==> src/sxk_pkg.sv <==
package sxk_pkg;

    localparam int KEY_BYTES = 16;
    localparam int KEY_POS_W = $clog2(KEY_BYTES);

    localparam logic [31:0] SEED_MUL = 32'h9e37_79b1;
    localparam logic [63:0] GOLDEN   = 64'h9e37_79b9_7f4a_7c15;
    localparam logic [63:0] GOLDEN2  = 64'h3c6e_f372_fe94_f82a;
    localparam logic [63:0] MIX_C1   = 64'hbf58_476d_1ce4_e5b9;
    localparam logic [63:0] MIX_C2   = 64'h94d0_49bb_1331_11eb;

    // key derivation sequencer
    typedef enum logic [7:0] {
        ST_IDLE  = 8'b0000_0001,
        ST_START = 8'b0000_0010,
        ST_BASE  = 8'b0000_0100,
        ST_MIX   = 8'b0000_1000,
        ST_MUL0  = 8'b0001_0000,
        ST_MUL1  = 8'b0010_0000,
        ST_MUL2  = 8'b0100_0000,
        ST_MUL3  = 8'b1000_0000
    } kd_state_t;

endpackage

==> src/seeded_xor_keystream_top.sv <==
// Repeating-key XOR byte stream. A 32-bit seed is expanded into a 16-byte key
// and every byte on the input channel is XORed with the key byte at the
// current position; the same operation encrypts and decrypts.
// Channels: s_ (data_byte, last_in) in, m_ (result_byte, last_out) out, both
// valid/ready; cfg_ carries the seed, one write per transaction.
// The result is registered, shown the cycle after the input transaction.
// Throughput: one byte per cycle outside key derivation and receiver stalls;
// a new byte is taken while the previous result is being handed over, set by
// the single output register. Key derivation: after reset and after each seed
// write the key is derived on one shared 32x32 multiplier (two 64-bit
// products of three partial products each per key word); s_ready stays low
// meanwhile. A seed write keeps the key position; the position returns to zero
// after a byte marked last and wraps after 16 bytes.
// Reset loads seed zero, clears the position and the output valid flag and
// starts the derivation. When the receiver stalls, the result holds in the
// output register and s_ready drops until it is taken.
module seeded_xor_keystream_top
    import sxk_pkg::*;
(
    input  logic        aclk,
    input  logic        aresetn,

    input  logic        cfg_valid,
    output logic        cfg_ready,
    input  logic [31:0] cfg_seed,

    input  logic        s_valid,
    output logic        s_ready,
    input  logic [7:0]  s_data_byte,
    input  logic        s_last_in,

    output logic        m_valid,
    input  logic        m_ready,
    output logic [7:0]  m_result_byte,
    output logic        m_last_out
);

    kd_state_t              state_reg;
    logic [31:0]            seed_reg;
    logic                   word_sel_reg;
    logic                   const_sel_reg;
    logic [63:0]            prod_reg;
    logic [63:0]            acc_reg;
    logic [63:0]            v_reg;
    logic [63:0]            start_reg;
    logic [63:0]            key_word_reg [2];
    logic [KEY_POS_W-1:0]   pos_reg;
    logic                   m_valid_reg;
    logic [7:0]             result_reg;
    logic                   last_reg;

    logic [31:0]            mul_a;
    logic [31:0]            mul_b;
    logic [63:0]            mix_const;
    logic [63:0]            mul_sum;
    logic [63:0]            mix_sum;
    logic [63:0]            key_word;
    logic [7:0]             key_byte;
    logic                   in_fire;

    assign cfg_ready = 1'b1;
    assign s_ready   = (state_reg == ST_IDLE) && (!m_valid_reg || m_ready);
    assign in_fire   = s_valid && s_ready;

    assign m_valid       = m_valid_reg;
    assign m_result_byte = result_reg;
    assign m_last_out    = last_reg;

    assign mix_const = const_sel_reg ? MIX_C2 : MIX_C1;
    assign mul_sum   = acc_reg + {prod_reg[31:0], 32'h0};
    assign mix_sum   = start_reg + (word_sel_reg ? GOLDEN2 : GOLDEN);

    always_comb begin
        case (state_reg)
            ST_START: begin
                mul_a = seed_reg;
                mul_b = SEED_MUL;
            end
            ST_MUL0: begin
                mul_a = v_reg[31:0];
                mul_b = mix_const[31:0];
            end
            ST_MUL1: begin
                mul_a = v_reg[31:0];
                mul_b = mix_const[63:32];
            end
            ST_MUL2: begin
                mul_a = v_reg[63:32];
                mul_b = mix_const[31:0];
            end
            default: begin
                mul_a = 32'h0;
                mul_b = 32'h0;
            end
        endcase
    end

    always_comb begin
        key_word = key_word_reg[pos_reg[KEY_POS_W-1]];
        key_byte = key_word[{pos_reg[2:0], 3'b000} +: 8];
    end

    // shared multiplier, product registered
    always_ff @(posedge aclk) begin
        prod_reg <= mul_a * mul_b;
    end

    // key derivation
    always_ff @(posedge aclk) begin
        if (!aresetn) begin
            state_reg <= ST_START;
            seed_reg  <= 32'h0;
        end else if (cfg_valid && cfg_ready) begin
            state_reg <= ST_START;
            seed_reg  <= cfg_seed;
        end else begin
            case (state_reg)
                ST_IDLE: begin
                    state_reg <= ST_IDLE;
                end
                ST_START: begin
                    state_reg <= ST_BASE;
                end
                ST_BASE: begin
                    state_reg <= ST_MIX;
                end
                ST_MIX: begin
                    state_reg <= ST_MUL0;
                end
                ST_MUL0: begin
                    state_reg <= ST_MUL1;
                end
                ST_MUL1: begin
                    state_reg <= ST_MUL2;
                end
                ST_MUL2: begin
                    state_reg <= ST_MUL3;
                end
                ST_MUL3: begin
                    if (!const_sel_reg) begin
                        state_reg <= ST_MUL0;
                    end else if (!word_sel_reg) begin
                        state_reg <= ST_MIX;
                    end else begin
                        state_reg <= ST_IDLE;
                    end
                end
                default: begin
                    state_reg <= ST_START;
                end
            endcase
        end
    end

    always_ff @(posedge aclk) begin
        case (state_reg)
            ST_BASE: begin
                start_reg    <= (prod_reg + 64'd1) ^ {seed_reg, 32'h0};
                word_sel_reg <= 1'b0;
            end
            ST_MIX: begin
                v_reg         <= mix_sum ^ (mix_sum >> 30);
                const_sel_reg <= 1'b0;
            end
            ST_MUL1: begin
                acc_reg <= prod_reg;
            end
            ST_MUL2: begin
                acc_reg <= mul_sum;
            end
            ST_MUL3: begin
                if (!const_sel_reg) begin
                    v_reg         <= mul_sum ^ (mul_sum >> 27);
                    const_sel_reg <= 1'b1;
                end else begin
                    key_word_reg[word_sel_reg] <= mul_sum ^ (mul_sum >> 31);
                    word_sel_reg               <= 1'b1;
                end
            end
            default: begin
                acc_reg <= acc_reg;
            end
        endcase
    end

    // byte path
    always_ff @(posedge aclk) begin
        if (!aresetn) begin
            pos_reg     <= '0;
            m_valid_reg <= 1'b0;
        end else begin
            if (in_fire) begin
                m_valid_reg <= 1'b1;
                pos_reg     <= s_last_in ? '0 : KEY_POS_W'(pos_reg + 1'b1);
            end else if (m_ready) begin
                m_valid_reg <= 1'b0;
            end
        end
    end

    always_ff @(posedge aclk) begin
        if (in_fire) begin
            result_reg <= s_data_byte ^ key_byte;
            last_reg   <= s_last_in;
        end
    end

endmodule

==> config.mk <==
export PLATFORM = sky130hd
export DESIGN_NAME = seeded_xor_keystream_top
export DESIGN_NICKNAME = d
export VERILOG_FILES = /design/src/sxk_pkg.sv /design/src/seeded_xor_keystream_top.sv
export SDC_FILE = /design/constraint.sdc
export NUM_CORES = 2
export LEC_CHECK = 0
export BUFFER_PORTS_ARGS = -buffer_cell sky130_fd_sc_hd__clkbuf_2
export CORE_ASPECT_RATIO = 1.5
export CORE_MARGIN = 4
export CORE_UTILIZATION = 60
export DETAILED_ROUTE_END_ITERATION = 8
export GPL_ROUTABILITY_DRIVEN = 0
export PLACE_DENSITY = 0.83
export SLEW_MARGIN = 20
export SYNTH_ARGS = -nofsm -noshare
export SYNTH_HDL_FRONTEND = slang
export SYNTH_SLANG_ARGS = --single-unit
==> constraint.sdc <==
create_clock -name aclk -period 24.3 [get_ports aclk]
set_input_delay 1.215 -clock aclk [delete_from_list [all_inputs] [get_ports aclk]]
set_output_delay 1.215 -clock aclk [all_outputs]
set_load 0.02 [all_outputs]
==> summary.txt <==
status - finished with violations
failing checks - DRC
die width - 250.2 microns
worst skew pair latency - 0.61 ns
relative slew slack - 17.33%
Non-Filler Instances - 6,442
FP Rows - 133
Via-to-Cell Ratio - 6.443
Remaining DRCs - 5
share of post-route cells with drive strength above 1 - 5.806%
placed inst area - 54,320 sq um
TritonCTS clock tree - built
Max Clk Rate - 0.08438 GHz
CTS Hold Bufs - 0
post-layout min period - 11.85 ns
die area - 92,880 sq um
final setup skew - 0.03720 ns
part of the cycle the worst path needs - 48.77%
clk slew on worst S/H paths - 0.07 ns
DRT Pass-1 Iters - 9
most common flop cell mapped by yosys - edfxtp_1
first-pass GRT wire length - 280,200 microns
CP Class - flip-flop to flip-flop
commonest non-fill, non-tap cells in the layout - inv_1, fa_1, nand2_1
EDFF count, synth - 331
Setup TNS - 0 ns
post-synthesis register bit count - 441
Syn Nets - 6,545
Largest register FFs - 128
setup bufs post-CTS - 0
CP most frequent cell - fa_1
WL/cell - 29.82 microns
mapped cell area - 52,790 sq um
largest net degree at the start of global routing - 67
Design Power - 0.004979 W
GR Overflow Total - 0
H-tree Lvls - 2
Pwr Density - 89.17 nW/um^2
Max stage delay on crit path - 0.96 ns
maxcap violations - 0
Slew Limit Fails - 0
CP max stage cell - fa_1
synthesized area per cell - 9.998 sq um
Initial Utilization - 60.31%
placed cells - 6,355
DR vias - 41,500
CP Capture Type - flip-flop
cells after synthesis - 5,280
Iter 0 DRT Violations - 5,187
Synth-to-Final Area Change - 5.779%
Critical Path RT - 24.78 ns
CTS resizes - 0
I/O Pins - 58
Post-DRT Antenna Nets - 0
commonest non-fill, non-tap cell in the layout - inv_1
Startpoint Class - flip-flop
core area - 87,530 sq um
RSZ-0062 raised after global routing - no
post-synthesis sequential area ratio - 23.00%
clock sink count - 441
critical path peak fanout - 65
Final Cell Area - 55,840 sq um
dpl hpwl - 150,600 microns
Worst-Margin Slew - 1.231 ns
final wirelength - 192,100 microns
Min-Delay Path Class - flip-flop to flip-flop
cts bufs inserted - 43
synth warn - 0
leak pwr - 26.74 nW
vias in the first global route - 44,720
worst-case vdd ir drop - 0.1181 mV
Async SR Flop Fraction - 0%
final hold violations - 0
Tot GR Track Use - 41.67%
Root Buffer - clkbuf_16
Setup Viol. Count Final - 0
crit path DAT - 12.33 ns
antenna violations before repair - 7
clk buf depth - 3
I/O Buffers - 56
post-synth cell types - 91
chip height - 371.3 microns
Final #Nets - 6,518
## routing by layer
layer	GRT usage (%)	vias up	wire [microns]
met5	0.5820	-	97
met4	42.13	4	27680
met3	17.27	1589	26450
met2	65.80	3563	85910
met1	39.93	19630	51950
li1	-	16720	-
## synth_stat cells (all sizes together), types with 21 or more instances
| library cell | instances | share of area (%) |
|---|---|---|
| inv | 1013 | 7.2 |
| fa | 823 | 31 |
| nand2 | 497 | 3.5 |
| nor2 | 454 | 3.2 |
| ha | 396 | 9.4 |
| edfxtp | 331 | 19 |
| xnor2 | 230 | 3.8 |
| a21oi | 201 | 1.9 |
| clkbuf | 174 | 1.2 |
| xor2 | 141 | 2.3 |
| o21ai | 126 | 1.2 |
| dfxtp | 110 | 4.2 |
| and2 | 73 | 0.87 |
| a21o | 72 | 1.0 |
| nor2b | 58 | 0.69 |
| nand3 | 52 | 0.49 |
| and3 | 44 | 0.52 |
| mux2i | 43 | 0.82 |
| mux4 | 40 | 1.7 |
| nor3 | 39 | 0.41 |
| a31oi | 31 | 0.44 |
| nand4 | 25 | 0.30 |
| buf | 22 | 0.18 |
| o21bai | 21 | 0.30 |
## worst max-delay path: cells and delay by family (launching register included)
kind | cells | cell delay [ns]
buf+inv | 5 | 1.28
fa+ha+maj | 9 | 4.52
xor+xnor | 1 | 0.16
compound gates | 11 | 3.05
flops | 1 | 0.37
simple gates | 6 | 2.27
## stage by stage
| stage | util [%] | hold WS (ns) | setup WS (ns) |
|---|---|---|---|
| floorplan | - | 0.4778 | 14.86 |
| global placement | 62.06 | 0.4931 | 13.47 |
| detailed placement | 62.06 | 0.5554 | 13.18 |
| CTS | 63.73 | 0.5639 | 13.15 |
| global route | 63.77 | 0.6123 | 12.17 |
| finish | 63.79 | 0.5612 | 12.45 |
## worst paths after layout
path | startpoint | end | slack (ns) | cells past startpoint
worst max-delay path | state_reg[1]$_SDFF_PP1_ | prod_reg[62]$_DFF_P_ | 12.45 | 32
worst min-delay path | pos_reg[3]$_SDFFE_PN0P_ | pos_reg[3]$_SDFFE_PN0P_ | 0.56 | 2
worst max register to register | state_reg[1]$_SDFF_PP1_ | prod_reg[62]$_DFF_P_ | 12.45 | 32
worst min register to register | pos_reg[3]$_SDFFE_PN0P_ | pos_reg[3]$_SDFFE_PN0P_ | 0.56 | 2
## cells by family (layout without fill, tap and decap cells)
logic type / count (synthesis) / after routing / share of synthesized area (%)
other cells: 1 / 8 / 0.007104
flops: 441 / 441 / 23.00
compound gates: 610 / 610 / 7.455
simple gates: 1327 / 1327 / 11.20
xor+xnor: 377 / 377 / 6.414
fa+ha+maj: 1219 / 1219 / 40.60
buf+inv: 1216 / 1224 / 8.671
mux: 89 / 89 / 2.650
## layout make-up
type	instances	area, sq um
fillers	6602	31690
clock inverters	27	264.0
inverters	1020	3829
diodes	7	17.52
flip-flops and latches	441	12140
repair buffers	124	790.8
clock buffers	53	1197
well taps	1147	1435
multi-input cells	3623	36160
## report_power, final
group | internal [W] | switching [W] | leakage (nW)
clock network | 0.000389 | 0.000315 | 0.715
registers | 0.000971 | 0.000128 | 3.90
logic | 0.00117 | 0.00201 | 22.1
total | 0.00253 | 0.00245 | 26.7
No activity file was read; power rests on OpenSTA's default activity.
